File: src/design/slm_pkg.sv
`timescale 1ns / 1ps
// ----------------------------------------------------------------------------
// slm_pkg
// shared types and constants of the sorted list merge block
// ----------------------------------------------------------------------------
package slm_pkg;

	localparam int LIST_CAPACITY = 32;
	localparam int CNT_W = $clog2(LIST_CAPACITY + 1);
	localparam int IDX_W = (LIST_CAPACITY > 1) ? $clog2(LIST_CAPACITY) : 1;
	localparam int DATA_W = 32;
	localparam int IN_TDATA_W = 40;

	typedef enum logic [1:0] {
		CMD_PUSH_A = 2'd0,
		CMD_PUSH_B = 2'd1,
		CMD_MERGE  = 2'd2
	} cmd_t;

	typedef struct packed {
		cmd_t               cmd;
		logic [DATA_W-1:0]  value;
	} item_t;

	typedef enum logic {
		ST_IDLE  = 1'b0,
		ST_MERGE = 1'b1
	} state_t;

endpackage

File: src/design/slm_front.sv
`timescale 1ns / 1ps
// ----------------------------------------------------------------------------
// slm_front
// accepts requests, drops unused command codes, queues the rest for the back
// ----------------------------------------------------------------------------
module slm_front import slm_pkg::*; (
	input  logic                   clk,
	input  logic                   arst_n,
	input  logic                   s_tvalid,
	output logic                   s_tready,
	input  logic [IN_TDATA_W-1:0]  s_tdata,   // cmd[1:0], value[33:2], zero pad
	output logic                   q_valid,
	output item_t                  q_item,
	input  logic                   q_pop
);

	item_t       mem_q [2];
	logic        wr_ptr_q;
	logic        rd_ptr_q;
	logic [1:0]  cnt_q;
	logic [1:0]  raw_cmd;
	logic        cmd_ok;
	logic        push;
	logic        pop;

	assign raw_cmd  = s_tdata[1:0];
	assign cmd_ok   = (raw_cmd == CMD_PUSH_A) || (raw_cmd == CMD_PUSH_B)
		|| (raw_cmd == CMD_MERGE);
	assign s_tready = (cnt_q != 2'd2);
	assign push     = s_tvalid && s_tready && cmd_ok;
	assign q_valid  = (cnt_q != 2'd0);
	assign pop      = q_pop && q_valid;
	assign q_item   = mem_q[rd_ptr_q];

	always_ff @(posedge clk) begin
		if (push) begin
			mem_q[wr_ptr_q] <= '{cmd: cmd_t'(raw_cmd), value: s_tdata[DATA_W+1:2]};
		end
	end

	always_ff @(posedge clk or negedge arst_n) begin
		if (!arst_n) begin
			wr_ptr_q <= 1'b0;
			rd_ptr_q <= 1'b0;
			cnt_q    <= 2'd0;
		end else begin
			if (push) begin
				wr_ptr_q <= ~wr_ptr_q;
			end
			if (pop) begin
				rd_ptr_q <= ~rd_ptr_q;
			end
			case ({push, pop})
				2'b10: cnt_q <= cnt_q + 2'd1;
				2'b01: cnt_q <= cnt_q - 2'd1;
				default: cnt_q <= cnt_q;
			endcase
		end
	end

endmodule

File: src/design/slm_back.sv
`timescale 1ns / 1ps
// ----------------------------------------------------------------------------
// slm_back
// list stores, merge sequencer and output register
// ----------------------------------------------------------------------------
module slm_back import slm_pkg::*; (
	input  logic               clk,
	input  logic               arst_n,
	input  logic               q_valid,
	input  item_t              q_item,
	output logic               q_pop,
	output logic               m_tvalid,
	input  logic               m_tready,
	output logic [DATA_W-1:0]  m_tdata,   // merged_value[31:0]
	output logic               m_tlast
);

	localparam logic [CNT_W-1:0] CAP = CNT_W'(LIST_CAPACITY);

	logic [DATA_W-1:0] list_a_q [LIST_CAPACITY];
	logic [DATA_W-1:0] list_b_q [LIST_CAPACITY];

	state_t             state_q, state_d;
	logic [CNT_W-1:0]   ca_q, cb_q;
	logic [CNT_W-1:0]   ia_q, ib_q, ia_d, ib_d;
	logic               eq_q, eq_d;
	logic [DATA_W-1:0]  rd_a_q, rd_b_q;
	logic [IDX_W-1:0]   addr_a, addr_b;
	logic               wr_a, wr_b, start, emit, take_a, res_last;
	logic               a_has, b_has, out_free;
	logic               vld_q, last_q;
	logic [DATA_W-1:0]  data_q;

	assign out_free = !vld_q || m_tready;
	assign a_has    = ia_q < ca_q;
	assign b_has    = ib_q < cb_q;
	assign addr_a   = (ia_d < CAP) ? ia_d[IDX_W-1:0] : '0;
	assign addr_b   = (ib_d < CAP) ? ib_d[IDX_W-1:0] : '0;

	// sequencer outputs
	always_comb begin
		q_pop  = 1'b0;
		wr_a   = 1'b0;
		wr_b   = 1'b0;
		start  = 1'b0;
		emit   = 1'b0;
		take_a = 1'b0;
		ia_d   = ia_q;
		ib_d   = ib_q;
		eq_d   = eq_q;
		case (state_q)
			ST_IDLE: begin
				if (q_valid) begin
					q_pop = 1'b1;
					case (q_item.cmd)
						CMD_PUSH_A: wr_a = (ca_q < CAP);
						CMD_PUSH_B: wr_b = (cb_q < CAP);
						CMD_MERGE: begin
							start = (ca_q != '0) || (cb_q != '0);
							ia_d  = '0;
							ib_d  = '0;
							eq_d  = 1'b0;
						end
						default: ;
					endcase
				end
			end
			ST_MERGE: begin
				if (out_free) begin
					emit = 1'b1;
					if (eq_q) begin
						ib_d = ib_q + CNT_W'(1);
						eq_d = 1'b0;
					end else if (a_has && b_has) begin
						if (rd_a_q == rd_b_q) begin
							take_a = 1'b1;
							ia_d   = ia_q + CNT_W'(1);
							eq_d   = 1'b1;
						end else if ($signed(rd_a_q) < $signed(rd_b_q)) begin
							take_a = 1'b1;
							ia_d   = ia_q + CNT_W'(1);
						end else begin
							ib_d = ib_q + CNT_W'(1);
						end
					end else if (a_has) begin
						take_a = 1'b1;
						ia_d   = ia_q + CNT_W'(1);
					end else begin
						ib_d = ib_q + CNT_W'(1);
					end
				end
			end
			default: ;
		endcase
		res_last = emit && (ia_d == ca_q) && (ib_d == cb_q) && !eq_d;
	end

	// next state
	always_comb begin
		state_d = state_q;
		case (state_q)
			ST_IDLE: begin
				if (start) begin
					state_d = ST_MERGE;
				end
			end
			ST_MERGE: begin
				if (res_last) begin
					state_d = ST_IDLE;
				end
			end
			default: state_d = ST_IDLE;
		endcase
	end

	// list stores, registered read at the next head
	always_ff @(posedge clk) begin
		if (wr_a) begin
			list_a_q[ca_q[IDX_W-1:0]] <= q_item.value;
		end
		if (wr_b) begin
			list_b_q[cb_q[IDX_W-1:0]] <= q_item.value;
		end
		rd_a_q <= list_a_q[addr_a];
		rd_b_q <= list_b_q[addr_b];
	end

	always_ff @(posedge clk) begin
		if (emit) begin
			data_q <= take_a ? rd_a_q : rd_b_q;
			last_q <= res_last;
		end
	end

	always_ff @(posedge clk or negedge arst_n) begin
		if (!arst_n) begin
			state_q <= ST_IDLE;
			ca_q    <= '0;
			cb_q    <= '0;
			ia_q    <= '0;
			ib_q    <= '0;
			eq_q    <= 1'b0;
			vld_q   <= 1'b0;
		end else begin
			state_q <= state_d;
			ia_q    <= ia_d;
			ib_q    <= ib_d;
			eq_q    <= eq_d;
			if (wr_a) begin
				ca_q <= ca_q + CNT_W'(1);
			end
			if (wr_b) begin
				cb_q <= cb_q + CNT_W'(1);
			end
			if (res_last) begin
				ca_q <= '0;
				cb_q <= '0;
			end
			if (emit) begin
				vld_q <= 1'b1;
			end else if (m_tready) begin
				vld_q <= 1'b0;
			end
		end
	end

	assign m_tvalid = vld_q;
	assign m_tdata  = data_q;
	assign m_tlast  = last_q;

endmodule

File: src/design/sorted_list_merge.sv
`timescale 1ns / 1ps
// a push is stored in its list when the back takes it from the request queue
// a merge registers both list heads, then its first result in the output register
// one push per cycle while idle, a merge holds the sequencer until its last result
// one element per cycle unless stalled, set by the single read port of each list store
// reset: asynchronous, clears both counts, the request queue and output valid register
// ----------------------------------------------------------------------------
// sorted_list_merge
// two ascending lists loaded by push requests, merged and streamed on request
// ----------------------------------------------------------------------------
module sorted_list_merge import slm_pkg::*; (
	input  logic                   clk,
	input  logic                   arst_n,
	input  logic                   s_tvalid,
	output logic                   s_tready,
	input  logic [IN_TDATA_W-1:0]  s_tdata,   // cmd[1:0], value[33:2], zero pad
	output logic                   m_tvalid,
	input  logic                   m_tready,
	output logic [DATA_W-1:0]      m_tdata,   // merged_value[31:0]
	output logic                   m_tlast
);

	logic   q_valid;
	logic   q_pop;
	item_t  q_item;

	slm_front u_front (
		.clk      (clk),
		.arst_n   (arst_n),
		.s_tvalid (s_tvalid),
		.s_tready (s_tready),
		.s_tdata  (s_tdata),
		.q_valid  (q_valid),
		.q_item   (q_item),
		.q_pop    (q_pop)
	);

	slm_back u_back (
		.clk      (clk),
		.arst_n   (arst_n),
		.q_valid  (q_valid),
		.q_item   (q_item),
		.q_pop    (q_pop),
		.m_tvalid (m_tvalid),
		.m_tready (m_tready),
		.m_tdata  (m_tdata),
		.m_tlast  (m_tlast)
	);

endmodule

File: config.mk
export PLATFORM = sky130hd
export DESIGN_NAME = sorted_list_merge
export DESIGN_NICKNAME = d
export VERILOG_FILES = /design/src/design/slm_pkg.sv /design/src/design/slm_front.sv /design/src/design/slm_back.sv /design/src/design/sorted_list_merge.sv
export SDC_FILE = /design/constraint.sdc
export NUM_CORES = 2
export LEC_CHECK = 0
export BUFFER_PORTS_ARGS = -buffer_cell sky130_fd_sc_hd__buf_2
export CAP_MARGIN = 20
export CORE_MARGIN = 2
export CORE_UTILIZATION = 65
export CTS_BUF_LIST = sky130_fd_sc_hd__clkbuf_2
export DETAILED_ROUTE_END_ITERATION = 10
export PLACE_DENSITY = 0.82
export SLEW_MARGIN = 10
export SYNTH_ARGS = -nofsm -noshare
export SYNTH_HDL_FRONTEND = slang
export SYNTH_SLANG_ARGS = --single-unit
File: constraint.sdc
create_clock -name clk -period 11.11 [get_ports clk]
set_input_delay 1.111 -clock clk [delete_from_list [all_inputs] [get_ports clk]]
set_output_delay 1.111 -clock clk [all_outputs]
set_load 0.05 [all_outputs]
==> metrics.md <==
| Metric | Value |
|---|---|
| Psw | 11.7 mW |
| CP Cell Sequence | inv_1, ha_1, nand4_1, or4_1, or3_1, nand4_2, o211ai_1, nand2_2, mux2i_4, buf_4, buf_4, or3_4, buf_4, o22ai_1, or3_1, a32oi_1 |
| Clk_skew | 167 ps |
| Post-route minimum period | 7300 ps |
| Switch share | 41.6% |
| Clk pwr share | 18.7% |
| Pwr Density | 290 nW/um2 |
| Pin count of the biggest net entering global routing | 175 |
| Internal power | 16.4 mW |
| Max frequency | 137 MHz |
| Global Route Usage Sum | 33.9% |
| Cts bufs inserted | 547 |
| Hold Fails Final Rpt | 0 |
| Gpl congestion | 0.890 |
| Clock transition at path regs | 100 ps |
| Crit path required time | 12640 ps |
| Comb pwr share | 43.1% |
| EDFF count, synth | 2149 |
| Seq/Total Area, Yosys | 75.7% |
| Vias in the first global route | 53800 |
| CP Data Arrival Time | 8830 ps |
| Hold Crit Class | input pin to flop |
| Most common cell after layout, fill and taps aside | edfxtp_1 |
| Main synth FF type | edfxtp_1 |
| Final worst slack | 3810 ps |
| Slowest cell on crit path | nand2_2 |
| CP dominant cell by count | buf_4 |
| Ys async rst share | 1.38% |
| Finish-stage setup viols | 0 |
| DIE AREA | 138000 um2 |
| Synth-to-layout area growth | 9.91% |
| Layout cells sized above 1 | 26.4% |
| DP Area | 91000 um2 |
| Detail Route Antenna Nets | 0 |
| Total routed wirelength | 233000 um |
| Sequential share of power | 38.2% |
| DR DRC count | 0 |
| CTS max path bufs | 4 |
| Status | finished clean |
| GRT Residual Overflow | 0 |
| Crit Path Category | flop to flop |
| Die Ht | 372 um |
| Synth Net Count | 5261 |
| Initial DRC Count | 8832 |
| Vias | 53300 |
| Final Power | 28.0 mW |
| Flops & latches, synth | 2244 |
| Setup_tns | 0 ps |
| Final Instance Count excl. Fillers | 7842 |
| Global-route wire length before repair | 335000 um |
| Slew @ Worst Pin | 1260 ps |
| Pins Over Slew Limit | 0 |
| Vias/cell | 6.80 |
| Core ar. | 134000 um2 |
| TritonRoute pass-1 iters | 6 |
| Cells after synthesis | 5164 |
| Setup Buffers After CTS | 0 |
| Cell row count | 134 |
| Critical Path Source Type | flop |
| Clock sinks | 2244 |
| Fin nets | 5786 |
| Maximum vdd drop | 0.000453 V |
| Max FO, Critical Path | 64 |
| DP HPWL | 120000 um |
| Most frequent cells in the layout | 2149 x edfxtp_1, 775 x clkbuf_2, 480 x nand2_1 |
| Post-synth cell types | 79 |
| CTS root buf | clkbuf_2 |
| Avg Cell Area, Syn | 17.0 um2 |
| RSZ-0062 raised after global routing | no |
| Post-synth top area cell | edfxtp_1 |
| Synth area leaders | edfxtp_1 73%, mux4_2 4.1%, mux2_2 3.0%, nand2_1 2.1%, mux2i_1 1.6% |
| Synth warnings | 0 |
| Period utilization | 65.7% |
| Final Instance Area | 96700 um2 |
| Die X | 372 um |
| H-tree levels | 6 |
| WL/cell | 29.7 um |
| DP Cell Count | 6827 |
| Slowest stage delay, CP | 800 ps |
| Final core occ | 72.2% |
| Starting Density | 65.7% |
| TritonCTS clock tree | yes |
| Top Ports | 79 |
| Worst Setup End Kind | flop |
| Leakage | 32.5 nW |
| Place WS | 4100 ps |
| Mapped cell area | 88000 um2 |
| Min Hold Slack | 347 ps |
| Initial antenna violation count | 8 |
| Synth top area share | 73.3% |
| Worst slew margin | 16.2% |
| Max-Cap Viols | 0 |
| IO buf count | 72 |
| Worst-skew pair later-pin latency | 1810 ps |
-- per-layer routing --
metal  up-vias  part of all wire, %  track usage, %
met5         -                0.015               0
met4         4                  4.3            15.7
met3       616                   16            11.7
met2      4342                   46            51.3
met1     26200                   34            44.7
li1      22200                    -               -
-- worst max-delay path: cells and delay by family, from the launching register on --
| kind | cells | cell delay, ps |
|---|---|---|
| buffers and inverters | 4 | 2030 |
| and+or+nand+nor | 7 | 2920 |
| DFF | 1 | 460 |
| AOI/OAI and AO/OA | 3 | 900 |
| muxes | 1 | 340 |
| adders and majority gates | 1 | 330 |
-- power by group through the flow --
stage          logic (mW)  clock network [mW]  registers [mW]
2_1_floorplan        7.48                   0            10.9
4_1_cts              11.7                5.30            10.7
6_report             12.1                5.26            10.7
3_5_place_dp         11.6                   0            10.9
5_1_grt              12.6                5.70            10.7
3_3_place_gp         11.3                   0            10.9
-- final cells by class --
cell class	count	area, um2
Inverter	63	239
Sequential cell	2244	66600
Timing Repair Buffer	297	2400
Multi-Input combinational cell	2536	20500
Fill cell	7798	37300
Clock inverter	148	863
Tap cell	1768	2210
Clock buffer	775	3880
Antenna cell	11	27.5
-- path summary, 6_finish.rpt --
kind / startpoint / to / slack [ps] / depth (start not counted)
max reg2reg: u_back.rd_b_q[27] / u_back.rd_b_q[31] / 3810 / 16
max: u_back.rd_b_q[27] / u_back.rd_b_q[31] / 3810 / 16
min: m_tready / u_back.m_tvalid / 350 / 4
max in group asynchronous: arst_n / u_back.ib_q[0] / 10370 / 4
min reg2reg: u_front.wr_ptr_q / u_front.wr_ptr_q / 550 / 1
min in group asynchronous: arst_n / u_front.rd_ptr_q / 460 / 4
-- Yosys cell counts, drive strengths merged (6+ instances only) --
| cell type | instances |
|---|---|
| a211o | 33 |
| a211oi | 8 |
| a21oi | 120 |
| a221oi | 64 |
| a22oi | 63 |
| a311oi | 33 |
| a31oi | 97 |
| a32o | 31 |
| a32oi | 64 |
| and3 | 6 |
| buf | 129 |
| clkbuf | 192 |
| dfrtp | 31 |
| dfxtp | 64 |
| edfxtp | 2149 |
| ha | 53 |
| inv | 60 |
| mux2 | 231 |
| mux2i | 137 |
| mux4 | 159 |
| nand2 | 486 |
| nand3 | 58 |
| nand4 | 11 |
| nor2 | 196 |
| nor3 | 11 |
| o2111ai | 32 |
| o211ai | 81 |
| o21a | 7 |
| o21ai | 146 |
| o21bai | 31 |
| o221a | 31 |
| o221ai | 36 |
| o22ai | 128 |
| o31a | 33 |
| or2 | 32 |
| or3 | 37 |
| xnor2 | 23 |
-- kinds of logic after synthesis --
kind of cell / after synthesis / share of synthesized area [%]
DFF: 2244 / 75.7
muxes: 527 / 8.59
AOI/OAI and AO/OA: 1067 / 8.77
adders and majority gates: 53 / 0.754
and+or+nand+nor: 864 / 4.15
buffers and inverters: 384 / 1.81
xor gates and xnor gates: 25 / 0.249
-- what timing repair did --
| action | CTS | global route |
|---|---|---|
| hold buffers | 73 | 0 |
| endpoints found under the hold margin | 124 | 0 |
| resized for setup | 0 | 0 |
-- registers in the layout, indices dropped and copies added (netlist names), 2 cells and up --
name	cells
u_back.rd_a_q	32
u_back.list_b_q	1024
u_back.list_a_q	1024
u_back.ib_q	6
u_back.rd_b_q	32
u_back.cb_q	6
u_front.cnt_q	2
u_front.mem_q	68
u_back.m_tdata	32
u_back.ia_q	6
u_back.ca_q	6
Note: power is estimated with default switching activity, not from simulation.
